[src/sv/fba_pkg.sv]
// fba_pkg: shared types, constants and helper function of the frame bitmap allocator
// no dependencies; imported by fba_apb_regs and frame_bitmap_allocator_unit
package fba_pkg;

    // bitmap geometry
    localparam int MAX_FRAMES = 32768;
    localparam int WORD_BITS  = 32;
    localparam int NUM_WORDS  = MAX_FRAMES / WORD_BITS;
    localparam int NUM_GROUPS = NUM_WORDS / WORD_BITS;
    localparam int BIT_W      = $clog2(WORD_BITS);
    localparam int WORD_AW    = $clog2(NUM_WORDS);
    localparam int GRP_W      = $clog2(NUM_GROUPS);
    localparam int FRAME_W    = 15;
    localparam int COUNT_W    = 16;

    // configuration port
    localparam int PADDR_W   = 3;
    localparam int PDATA_W   = 32;
    localparam int REG_IDX_W = PADDR_W - 2;
    localparam logic [REG_IDX_W-1:0] REG_FRAME_COUNT = '0;
    localparam logic [COUNT_W-1:0]   FRAME_COUNT_RESET = 16'h1000;

    // request opcodes
    localparam logic OP_ALLOC = 1'b0;
    localparam logic OP_FREE  = 1'b1;

    // result status codes
    localparam logic [1:0] STAT_DONE     = 2'd0;
    localparam logic [1:0] STAT_MAPPED   = 2'd1;
    localparam logic [1:0] STAT_NO_FRAME = 2'd2;
    localparam logic [1:0] STAT_FULL     = 2'd3;

    // sequencer states
    typedef enum logic [2:0] {
        ST_CLEAR,
        ST_IDLE,
        ST_WORD,
        ST_BIT,
        ST_FREE_WR,
        ST_RESP
    } fba_state_t;

    // lowest clear bit of a word
    typedef struct packed {
        logic             found;
        logic [BIT_W-1:0] idx;
    } fz_t;

    function automatic fz_t first_zero(input logic [WORD_BITS-1:0] v);
        fz_t r;
        r.found = 1'b0;
        r.idx   = '0;
        for (int i = WORD_BITS - 1; i >= 0; i--)
        begin
            if (!v[i])
            begin
                r.found = 1'b1;
                r.idx   = BIT_W'(i);
            end
        end
        return r;
    endfunction

endpackage

[src/sv/fba_apb_regs.sv]
// fba_apb_regs: APB configuration register file (frame_count)
// depends on fba_pkg
module fba_apb_regs (
    input  logic                          clk,
    input  logic                          rst_n,
    input  logic                          psel,
    input  logic                          penable,
    input  logic                          pwrite,
    input  logic [fba_pkg::PADDR_W-1:0]   paddr,
    input  logic [fba_pkg::PDATA_W-1:0]   pwdata,
    output logic [fba_pkg::PDATA_W-1:0]   prdata,
    output logic                          pready,
    output logic [fba_pkg::COUNT_W-1:0]   frame_count
);
    import fba_pkg::*;

    logic [COUNT_W-1:0]   frame_count_reg;
    logic [REG_IDX_W-1:0] reg_idx;
    logic                 wr_en;

    assign pready  = 1'b1;
    assign reg_idx = paddr[PADDR_W-1:2];
    assign wr_en   = psel && penable && pwrite && pready;

    // register write
    always_ff @(posedge clk or negedge rst_n)
    begin
        if (!rst_n)
        begin
            frame_count_reg <= FRAME_COUNT_RESET;
        end
        else if (wr_en && reg_idx == REG_FRAME_COUNT)
        begin
            frame_count_reg <= pwdata[COUNT_W-1:0];
        end
    end

    // register read
    always_comb
    begin
        prdata = '0;
        if (reg_idx == REG_FRAME_COUNT)
        begin
            prdata = PDATA_W'(frame_count_reg);
        end
    end

    assign frame_count = frame_count_reg;

endmodule

[config.mk]
export PLATFORM = sky130hd
export DESIGN_NAME = fba_apb_regs
export DESIGN_NICKNAME = d
export VERILOG_FILES = /design/src/sv/fba_pkg.sv /design/src/sv/fba_apb_regs.sv
export SDC_FILE = /design/constraint.sdc
export NUM_CORES = 1
export LEC_CHECK = 0
export ABC_AREA = 1
export BUFFER_PORTS_ARGS = -buffer_cell sky130_fd_sc_hd__buf_2
export CAP_MARGIN = 20
export CORE_UTILIZATION = 36
export CTS_CLUSTER_DIAMETER = 80
export DETAILED_ROUTE_END_ITERATION = 8
export GPL_ROUTABILITY_DRIVEN = 0
export PLACE_DENSITY = 0.79
export SYNTH_ARGS = -nofsm -noshare
export SYNTH_HDL_FRONTEND = slang
export SYNTH_SLANG_ARGS = --single-unit
[constraint.sdc]
create_clock -name clk -period 0.9 [get_ports clk]
set_input_delay 0.135 -clock clk [delete_from_list [all_inputs] [get_ports clk]]
set_output_delay 0.135 -clock clk [all_outputs]
set_load 0.005 [all_outputs]
==> key figures, run 1 <==
Run status
  – Status: finished with violations
  – Failing checks: setup timing

STA
  – Min Hold Slack: 0.0647 ns
  – Fin crit period: 1.15 ns
  – Setup ws final: -0.254 ns
  – Max Clock Freq: 866 MHz
  – RSZ-0062 raised after global routing: yes
  – Setup violations, final: 32
  – Max-slew violations: 0
  – Fin. Hold Viols: 0
  – Tcrit/Tclk final: 1.28
  – Clock skew: 0 ns

Logic synthesis
  – Post-synthesis mux area share: 0
  – Distinct cell type count after synthesis: 13
  – Synth Area in XOR/XNOR: 0
  – Synthesized area: 940 sq um
  – Largest area contributor in the netlist: dfrtp_1
  – Compound-Gate Fraction of Synth Area: 0
  – Synth top area cells: dfrtp_1, buf_4, nand2_1
  – Synth Area per Inst: 7.52 sq um
  – Adder and majority gate portion of the synthesized area: 0
  – Synth Warn #: 0
  – Seq cells post-synth: 16
  – Largest family of logic cells by synthesized area: simple AND/OR/NAND/NOR gates
  – Sequential cell area fraction in the yosys report: 0.427
  – Post-Synth Simple-Gate Area: 0.314
  – Mapped Cells: 125
  – Synth top area share: 0.399

Critical path
  – Crit path max fanout: 2
  – CP cell instances: inv_2 > nor2_1 > buf_2
  – CP max stage delay: 0.55 ns
  – Crit path DAT: 1.02 ns
  – Critical Path Start Type: flip-flop
  – Critical path type: reg -> out
  – Crit-path slowest cell: dfstp_2
  – Crit. End Element: output pin
  – Critical path required time: 0.76 ns
  – Worst r2r src: frame_count[12]$_DFFE_PN1P_
  – CP startpoint: frame_count[12]$_DFFE_PN1P_

Clock tree
  – Clock Latency Late Sink: 0.28 ns
  – TritonCTS clock tree: built
  – Max H-tree Level: 1
  – Clk buf depth: 2
  – Cts bufs inserted: 3
  – Root buf cell: clkbuf_4
  – CTS sink count: 16
  – Clock-pin transition on the worst setup and hold timing paths: 0.09 ns

Global route
  – Total GRT Usage: 0.137
  – First-pass GRT wire length: 2.78 mm
  – Vias in the first global route: 653
  – Initial antenna violation count: 0
  – Total gr overflow: 0
  – Largest net degree at the start of global routing: 17

Layout
  – Inserted Diodes: 0
  – Filler cell count in the final layout: 241
  – Area Growth Syn to Fin: 41.1%
  – Layout cell share with drive strength beyond 1: 0.401
  – Most frequent cells in the layout: buf_2, nand2_1, conb_1
  – Nets@finish: 233
  – Commonest non-fill, non-tap cell in the layout: buf_2
  – Core Util, Final: 0.535
  – Max FFs per register: 16

Detailed routing
  – Vias: 870
  – Number of remaining DRC errors: 0
  – Vias per inst: 3.92
  – Final WL: 1.91 mm
  – WL/cell: 8.58 um
  – Post-DRT Antenna Nets: 0
  – Initial DRC Count: 10
  – DR pass1 iterations: 4

Power and ir drop
  – Worst VDD drop: 1.28 mV
  – Tot Pwr: 2.09 mW
  – Pwr/cell area: 1580 nW/um^2
  – Leakage: 0.857 nW

Hold path
  – Hold_sp: pwdata[12]
  – Worst min-delay path class: in -> reg

Floorplanning
  – Core ar.: 2480 sq um
  – Die ar.: 2820 sq um
  – DIE HEIGHT: 53.1 um
  – Die Wd: 53.1 um
  – Core Rows: 18
  – Starting Density: 0.379
  – I/O pin cnt: 89

Placement
  – HPWL after DPL: 1.44 mm
  – Post-placement setup slack: 0.0256 ns
  – IO Port Bufs: 53

Job
  – MaxCap Viol Count: 0
cell type report:
type / instances / area, sq um / share of cell area
Multi-Input combinational cell: 84 / 359 / 0.271
Timing Repair Buffer: 70 / 434 / 0.327
Inverter: 18 / 67.6 / 0.0509
Sequential cell: 16 / 402 / 0.303
Clock buffer: 4 / 26.3 / 0.0198
Tap cell: 30 / 37.5 / 0.0283
worst paths after layout:
check	slack [ns]	end	cells after the start
worst max-delay path	-0.25	prdata[12]	3
worst min-delay path	0.06	frame_count[12]$_DFFE_PN1P_	3
worst max register to register	0	frame_count[12]$_DFFE_PN1P_	4
worst min register to register	0.50	frame_count[13]$_DFFE_PN0P_	2
max in group asynchronous	0.30	frame_count[12]$_DFFE_PN1P_	2
min in group asynchronous	0.30	frame_count[6]$_DFFE_PN0P_	2
stage by stage:
step           TNS, ns  instance area (sq um)  instances
3_3_place_gp         0                   1180        206
5_1_grt          -5.09                   1330        222
2_1_floorplan        0                    996        140
4_1_cts          -3.14                   1280        218
3_5_place_dp         0                   1180        206
6_report         -2.91                   1330        222
routing by layer:
layer / part of all wire / up-vias / track usage
met2: 0.51 / 29 / 0.245
met1: 0.43 / 368 / 0.164
met3: 0.047 / 2 / 0.0172
met5: 0 / - / 0
met4: 0.0089 / 0 / 0.0526
li1: - / 471 / -
cells by family (layout without fill, tap and decap cells):
| family | after synthesis | in the layout |
|---|---|---|
| simple gates | 67 | 67 |
| buf+inv | 40 | 92 |
| flops | 16 | 16 |
| other cells | 2 | 17 |
what timing repair did:
| action | 4_1_cts | 5_1_grt |
|---|---|---|
| buffers inserted | 7 | 4 |
| pin swaps | 1 | 3 |
| setup endpoints to repair | 32 | 33 |
| hold endpoints to repair | 15 | 0 |
| resized for setup | 1 | 5 |
| hold buffers | 1 | 0 |
cells in the mapped netlist, drive strengths merged:
| cell | instances |
|---|---|
| buf | 22 |
| conb | 2 |
| dfrtp | 15 |
| dfstp | 1 |
| inv | 18 |
| nand2 | 34 |
| nand3 | 16 |
| nor2 | 17 |
critical path: cells and delay by family, from the launching register on:
kind / cells / cell delay [ns]
buffers and inverters: 2 / 0.14
DFF: 1 / 0.55
and+or+nand+nor: 1 / 0.06
power breakdown:
part / total (mW) / leakage, nW / internal [mW] / switching, mW
clock: 0.382 / 0.0150 / 0.172 / 0.211
sequential: 0.950 / 0.199 / 0.860 / 0.0907
combinational: 0.762 / 0.643 / 0.430 / 0.332
(Power assumes the default switching activity.)
==> run 2: changes to the inputs <==
--- a/config.mk
+++ b/config.mk
@@ -5,10 +5,9 @@
 export SDC_FILE = /design/constraint.sdc
 export NUM_CORES = 1
 export LEC_CHECK = 0
-export ABC_AREA = 1
 export BUFFER_PORTS_ARGS = -buffer_cell sky130_fd_sc_hd__buf_2
 export CAP_MARGIN = 20
-export CORE_UTILIZATION = 36
+export CORE_UTILIZATION = 35
 export CTS_CLUSTER_DIAMETER = 80
 export DETAILED_ROUTE_END_ITERATION = 8
 export GPL_ROUTABILITY_DRIVEN = 0
==> run 2 against run 1 <==
Effect of this change: the flow still finishes with violations (setup timing); clock power is 1% higher; utilization down 2.3 points; sequential power increased by 5.2%; die area is 1.3% lower; largest cell class is now multi-input combinational cells; largest power group unchanged; highest routed layer unchanged.
==> key figures, run 2 <==
Layout
  – Final instance area: 1260 sq um (was 1330 sq um)
  – Area Growth Syn to Fin: 39.6% (was 41.1%)
  – Most frequent cells in the layout: buf_2, conb_1, dfrtp_1 (was buf_2, nand2_1, conb_1)
  – Filler cell count in the final layout: 221 (was 241)
  – Commonest non-fill, non-tap cell in the layout: buf_2 (unchanged)
  – Layout cell share with drive strength beyond 1: 0.624 (was 0.401)
  – Multi-input logic area: 413 sq um (was 359 sq um)
  – Inserted Diodes: 0 (unchanged)
  – Nets@finish: 174 (was 233)
  – Fin cells: 163 (was 222)
  – Max FFs per register: 16 (unchanged)
  – Register area: 402 sq um (unchanged)
  – Core Util, Final: 0.512 (was 0.535)

STA
  – Min Hold Slack: 0.0780 ns (was 0.0647 ns)
  – Max Clock Freq: 852 MHz (was 866 MHz)
  – Max-slew violations: 0 (unchanged)
  – Setup ws final: -0.274 ns (was -0.254 ns)
  – Total negative slack: -3.94 ns (was -2.91 ns)
  – Tcrit/Tclk final: 1.30 (was 1.28)
  – Clock skew: 0 ns (unchanged)
  – Setup violations, final: 33 (was 32)
  – Fin crit period: 1.17 ns (was 1.15 ns)
  – Fin. Hold Viols: 0 (unchanged)
  – RSZ-0062 raised after global routing: yes (unchanged)

Clock tree
  – CTS sink count: 16 (unchanged)
  – TritonCTS clock tree: built (unchanged)
  – Max H-tree Level: 1 (unchanged)
  – Clk buf depth: 2 (unchanged)
  – Cts bufs inserted: 3 (unchanged)
  – Root buf cell: clkbuf_4 (unchanged)
  – Clock Latency Late Sink: 0.27 ns (was 0.28 ns)
  – Clock-pin transition on the worst setup and hold timing paths: 0.09 ns (about the same)

Power and ir drop
  – Worst VDD drop: 1.02 mV (was 1.28 mV)
  – Psw: 0.594 mW (was 0.633 mW)
  – Clock power share: 0.176 (was 0.183)
  – Seq pwr share: 0.454 (about the same)
  – Comb pwr share: 0.370 (was 0.364)
  – Tot Pwr: 2.20 mW (was 2.09 mW)
  – Pwr/cell area: 1750 nW/um^2 (was 1580 nW/um^2)
  – Leakage: 0.740 nW (was 0.857 nW)
  – Switching share of power: 0.270 (was 0.302)
  – Cell Int Power: 1.60 mW (was 1.46 mW)

Global route
  – Total GRT Usage: 0.138 (was 0.137)
  – Gr busiest metal: met2 (unchanged)
  – Largest net degree at the start of global routing: 17 (unchanged)
  – Initial antenna violation count: 0 (unchanged)
  – Grt met2 use: 0.253 (was 0.245)
  – Vias in the first global route: 623 (was 653)
  – First-pass GRT wire length: 2.66 mm (was 2.78 mm)
  – GR met1 Demand/Resource: 0.146 (was 0.164)
  – Met3 global-route usage: 0.0319 (was 0.0172)
  – Total gr overflow: 0 (unchanged)

Logic synthesis
  – Sequential cell area fraction in the yosys report: 0.446 (was 0.427)
  – Seq cells post-synth: 16 (unchanged)
  – Distinct cell type count after synthesis: 11 (was 13)
  – EDFF count, synth: 0 (unchanged)
  – Synthesized area: 901 sq um (was 940 sq um)
  – Synth top area cells: dfrtp_1, mux2_4, buf_4 (was dfrtp_1, buf_4, nand2_1)
  – Synth top area share: 0.417 (was 0.399)
  – Mapped Cells: 70 (was 125)
  – Largest area contributor in the netlist: dfrtp_1 (unchanged)
  – Synth async-reset ratio: 1.00 (unchanged)
  – Most frequent cell after synthesis: buf_4 (was nand2_1)
  – Synth Warn #: 0 (unchanged)
  – Post-synth top cells: buf_4, dfrtp_1, mux2_4, nor2b_1 (was nand2_1, buf_4, inv_1)
  – Synth Flop Type: dfrtp_1 (unchanged)
  – Synth Area per Inst: 12.9 sq um (was 7.52 sq um)

Job
  – MaxCap Viol Count: 0 (unchanged)

Hold path
  – Hold path endpoint: frame_count[9]$_DFFE_PN0P_ (was frame_count[12]$_DFFE_PN1P_)
  – Hold_sp: pwdata[9] (was pwdata[12])
  – WHS Path Cells: 2 (was 3)
  – Worst min-delay path class: in -> reg (unchanged)

Detailed routing
  – Vias per inst: 4.21 (was 3.92)
  – DR pass1 iterations: 4 (unchanged)
  – Post-DRT Antenna Nets: 0 (unchanged)
  – WL/cell: 11.0 um (was 8.58 um)
  – Number of remaining DRC errors: 0 (unchanged)
  – Final WL: 1.80 mm (was 1.91 mm)
  – Vias: 687 (was 870)
  – Initial DRC Count: 1 (was 10)

Placement
  – IO Port Bufs: 53 (unchanged)
  – Inst Count DP: 152 (was 206)
  – HPWL after DPL: 1.30 mm (was 1.44 mm)
  – Area after DPL: 1150 sq um (was 1180 sq um)
  – Post-placement setup slack: -0.133 ns (was 0.0256 ns)

Critical path
  – Crit-path slowest cell: dfstp_2 (unchanged)
  – Crit path DAT: 1.04 ns (was 1.02 ns)
  – Worst r2r src: frame_count[2]$_DFFE_PN0P_ (was frame_count[12]$_DFFE_PN1P_)
  – CP max stage delay: 0.54 ns (was 0.55 ns)
  – Critical path type: reg -> out (unchanged)
  – CP cell instances: nor2b_1 > buf_2 (was inv_2 > nor2_1 > buf_2)
  – Critical path required time: 0.76 ns (about the same)
  – Critical Path Start Type: flip-flop (unchanged)
  – R2R setup slack: -0.01 ns (was 0 ns)
  – Reg2Reg Depth: 2 (was 4)
  – Crit. End Element: output pin (unchanged)
  – Worst reg2reg path endpoint: frame_count[2]$_DFFE_PN0P_ (was frame_count[12]$_DFFE_PN1P_)
  – Crit path max fanout: 3 (was 2)

Floorplanning
  – Core ar.: 2450 sq um (was 2480 sq um)
  – Core Rows: 18 (unchanged)
  – DIE HEIGHT: 52.7 um (was 53.1 um)
  – Die Wd: 52.7 um (was 53.1 um)
  – Die ar.: 2780 sq um (was 2820 sq um)
  – Starting Density: 0.367 (was 0.379)
  – I/O pin cnt: 89 (unchanged)

Run status
  – Status: finished with violations (unchanged)
  – Failing checks: setup timing (unchanged)
[run 2: cells by family (layout without fill, tap and decap cells)]
group	Yosys count	count (layout)	share of synthesized area
buffers and inverters	19	67	0.158
flip-flops	16	16	0.446
AND/OR/NAND/NOR	17	17	0.146
other	2	17	0.00834
multiplexers	16	16	0.242
[run 2: timing repair]
action,in CTS,in global routing
endpoints found under the setup margin,32,33
gates resized for setup,0,5
hold buffers,1,0
setup buffers,1,5
hold endpoints to repair,15,0
[run 2: final cells by class]
type | count | share of cell area
Multi-Input combinational cell | 50 | 0.328
Timing Repair Buffer | 63 | 0.301
Sequential cell | 16 | 0.319
Tap cell | 30 | 0.0299
Clock buffer | 4 | 0.0209
[run 2: how the worst max path moves through the flow]
stage	start	slack, ns	end	cells past startpoint
after floorplan	paddr[2]	-0.04	frame_count[0]$_DFFE_PN0P_	3
after global placement	paddr[2]	-0.12	frame_count[6]$_DFFE_PN0P_	4
after detailed placement	paddr[2]	-0.13	frame_count[4]$_DFFE_PN0P_	4
after CTS	frame_count[12]$_DFFE_PN1P_	-0.30	prdata[12]	2
after global routing	frame_count[12]$_DFFE_PN1P_	-0.35	prdata[12]	2
final	frame_count[12]$_DFFE_PN1P_	-0.27	prdata[12]	2
[run 2: power groups by stage]
stage / logic (mW) / registers (mW) / clock network [mW]
finish: 0.812 / 0.999 / 0.387
global route: 0.894 / 1.02 / 0.449
CTS: 0.703 / 0.996 / 0.412
detailed placement: 0.686 / 1.00 / 0
global placement: 0.669 / 0.991 / 0
floorplan: 0.380 / 1.01 / 0
[run 2: worst max-delay path, delay by kind of cell (launching register included)]
family,cells,cell delay [ns]
flip-flops,1,0.54
buffers and inverters,1,0.11
AND/OR/NAND/NOR,1,0.11
[run 2: routing by layer]
layer  part of all wire  up-vias
met5                  0        -
met1               0.40      315
met2               0.49       55
met3               0.10        2
li1                   -      315
met4             0.0084        0
==> run 3: changes to the inputs <==
--- a/config.mk
+++ b/config.mk
@@ -5,7 +5,7 @@
 export SDC_FILE = /design/constraint.sdc
 export NUM_CORES = 1
 export LEC_CHECK = 0
-export BUFFER_PORTS_ARGS = -buffer_cell sky130_fd_sc_hd__buf_2
+export BUFFER_PORTS_ARGS = -buffer_cell sky130_fd_sc_hd__buf_4
 export CAP_MARGIN = 20
 export CORE_UTILIZATION = 35
 export CTS_CLUSTER_DIAMETER = 80
==> run 3 against run 2 <==
Effect of this change: clock power up 20%; utilization up 12 points; via count up 6.7%; non-clock buffer count up 9; register-to-register slack worse by 0.08 ns; worst hold slack better by 0.0016 ns; final cell count up 5.5%; combinational power up 60%; sequential share of layout area down 6.3 points; the run still ends with setup timing left; wire length up 14%; cell area up 24%.
==> key figures, run 3 (synthesis gave the netlist of run 2 again) <==
Critical path
  – Crit path max fanout: 2 (was 3)
  – Crit path DAT: 1.05 ns (was 1.04 ns)
  – Critical path type: reg -> out (unchanged)
  – Crit. End Element: output pin (unchanged)
  – Critical Path Start Type: flip-flop (unchanged)
  – Critical path required time: 0.76 ns (about the same)

Detailed routing
  – Post-DRT Antenna Nets: 0 (unchanged)
  – Initial DRC Count: 6 (was 1)
  – DR pass1 iterations: 4 (unchanged)
  – Vias: 733 (was 687)
  – Final WL: 2.05 mm (was 1.80 mm)
  – Number of remaining DRC errors: 0 (unchanged)
  – WL/cell: 11.9 um (was 11.0 um)
  – Vias per inst: 4.26 (was 4.21)

STA
  – Tcrit/Tclk final: 1.32 (was 1.30)
  – Clock skew: 0 ns (unchanged)
  – Fin crit period: 1.18 ns (was 1.17 ns)
  – Fin. Hold Viols: 0 (unchanged)
  – Setup ws final: -0.284 ns (was -0.274 ns)
  – Max-slew violations: 0 (unchanged)
  – RSZ-0062 raised after global routing: yes (unchanged)
  – Setup violations, final: 33 (unchanged)
  – Max Clock Freq: 844 MHz (was 852 MHz)

Clock tree
  – Cts bufs inserted: 3 (unchanged)
  – Max H-tree Level: 1 (unchanged)
  – Root buf cell: clkbuf_4 (unchanged)
  – CTS sink count: 16 (unchanged)
  – Clock Latency Late Sink: 0.28 ns (was 0.27 ns)
  – TritonCTS clock tree: built (unchanged)
  – Clk buf depth: 2 (unchanged)
  – Clock-pin transition on the worst setup and hold timing paths: 0.09 ns (about the same)

Power and ir drop
  – Switching share of power: 0.250 (was 0.270)
  – Worst VDD drop: 1.15 mV (was 1.02 mV)
  – Pwr/cell area: 1770 nW/um^2 (was 1750 nW/um^2)
  – Cell Int Power: 2.08 mW (was 1.60 mW)
  – Comb pwr share: 0.467 (was 0.370)
  – Seq pwr share: 0.366 (was 0.454)
  – Leakage: 0.854 nW (was 0.740 nW)
  – Tot Pwr: 2.78 mW (was 2.20 mW)
  – Psw: 0.694 mW (was 0.594 mW)
  – Clock power share: 0.167 (was 0.176)

Floorplanning
  – I/O pin cnt: 89 (unchanged)
  – Starting Density: 0.367 (unchanged)
  – Die ar.: 2780 sq um (unchanged)
  – DIE HEIGHT: 52.7 um (unchanged)
  – Core ar.: 2450 sq um (unchanged)
  – Core Rows: 18 (unchanged)
  – Die Wd: 52.7 um (unchanged)

Layout
  – Layout cell share with drive strength beyond 1: 0.655 (was 0.624)
  – Commonest non-fill, non-tap cell in the layout: buf_4 (was buf_2)
  – Filler cell count in the final layout: 187 (was 221)
  – Most frequent cells in the layout: buf_4, buf_6, conb_1 (was buf_2, conb_1, dfrtp_1)
  – Core Util, Final: 0.637 (was 0.512)
  – Inserted Diodes: 0 (unchanged)
  – Nets@finish: 183 (was 174)
  – Area Growth Syn to Fin: 73.6% (was 39.6%)
  – Fin cells: 172 (was 163)
  – Max FFs per register: 16 (unchanged)
  – Final instance area: 1560 sq um (was 1260 sq um)

Global route
  – First-pass GRT wire length: 2.84 mm (was 2.66 mm)
  – Total gr overflow: 0 (unchanged)
  – Largest net degree at the start of global routing: 17 (unchanged)
  – Total GRT Usage: 0.150 (was 0.138)
  – Initial antenna violation count: 0 (unchanged)
  – Vias in the first global route: 658 (was 623)

Placement
  – Inst Count DP: 152 (unchanged)
  – HPWL after DPL: 1.29 mm (was 1.30 mm)
  – IO Port Bufs: 53 (unchanged)
  – Area after DPL: 1280 sq um (was 1150 sq um)
  – Post-placement setup slack: -0.123 ns (was -0.133 ns)

Run status
  – Status: finished with violations (unchanged)
  – Failing checks: setup timing (unchanged)

Hold path
  – Worst min-delay path class: in -> reg (unchanged)

Job
  – MaxCap Viol Count: 0 (unchanged)
==> run 3: timing repair <==
action,4_1_cts,5_1_grt
buffers inserted,5,10
endpoints found under the setup margin,32,32
endpoints found under the hold margin,16,0
resized for setup,22,10
pin swaps,0,0
hold buffers,1,0
gates cloned,0,0
==> run 3: per-layer routing <==
| metal | wire length [um] | GRT usage |
|---|---|---|
| met1 | 795 | 0.148 |
| met2 | 1040 | 0.272 |
| met3 | 196 | 0.0522 |
| met4 | 19 | 0.0789 |
| met5 | 0 | 0 |
==> run 3: metrics by stage <==
stage	hold slack [ns]	setup TNS [ns]
after detailed placement	0.0102	-1.70
after global placement	0.00573	-1.61
after CTS	0.0652	-5.09
after floorplan	-0.161	-0.363
after global routing	0.0546	-7.14
final	0.0797	-5.31
==> run 3: final cells by class <==
class	instances	area (sq um)	share of cell area
repair buffers	72	676	0.432
well taps	30	37.5	0.0240
flip-flops and latches	16	402	0.257
multi-input cells	50	413	0.264
clock buffers	4	36.3	0.0232
==> run 3: path summary, 6_finish.rpt <==
kind / start / endpoint / slack [ns] / depth (start not counted)
max: frame_count[12]$_DFFE_PN1P_ / prdata[12] / -0.28 / 2
min: pwdata[3] / frame_count[3]$_DFFE_PN0P_ / 0.08 / 2
max reg2reg: frame_count[0]$_DFFE_PN0P_ / frame_count[0]$_DFFE_PN0P_ / -0.09 / 3
min reg2reg: frame_count[10]$_DFFE_PN0P_ / frame_count[10]$_DFFE_PN0P_ / 0.55 / 1
max in group asynchronous: rst_n / frame_count[12]$_DFFE_PN1P_ / 0.40 / 2
min in group asynchronous: rst_n / frame_count[8]$_DFFE_PN0P_ / 0.25 / 2
==> run 3: critical path, cell delays in order (launching register included) <==
cell and delay [ns]:
dfstp_2 0.54, nor2b_1 0.12, buf_4 0.11
==> run 3: power by group through the flow <==
stage                     registers (mW)  clock network, mW  logic [mW]
final                               1.02              0.464        1.30
after global routing                1.04              0.535        1.39
after CTS                           1.02              0.491        1.07
after detailed placement            1.01                  0       0.850
after global placement              1.00                  0       0.832
after floorplan                     1.01                  0       0.380
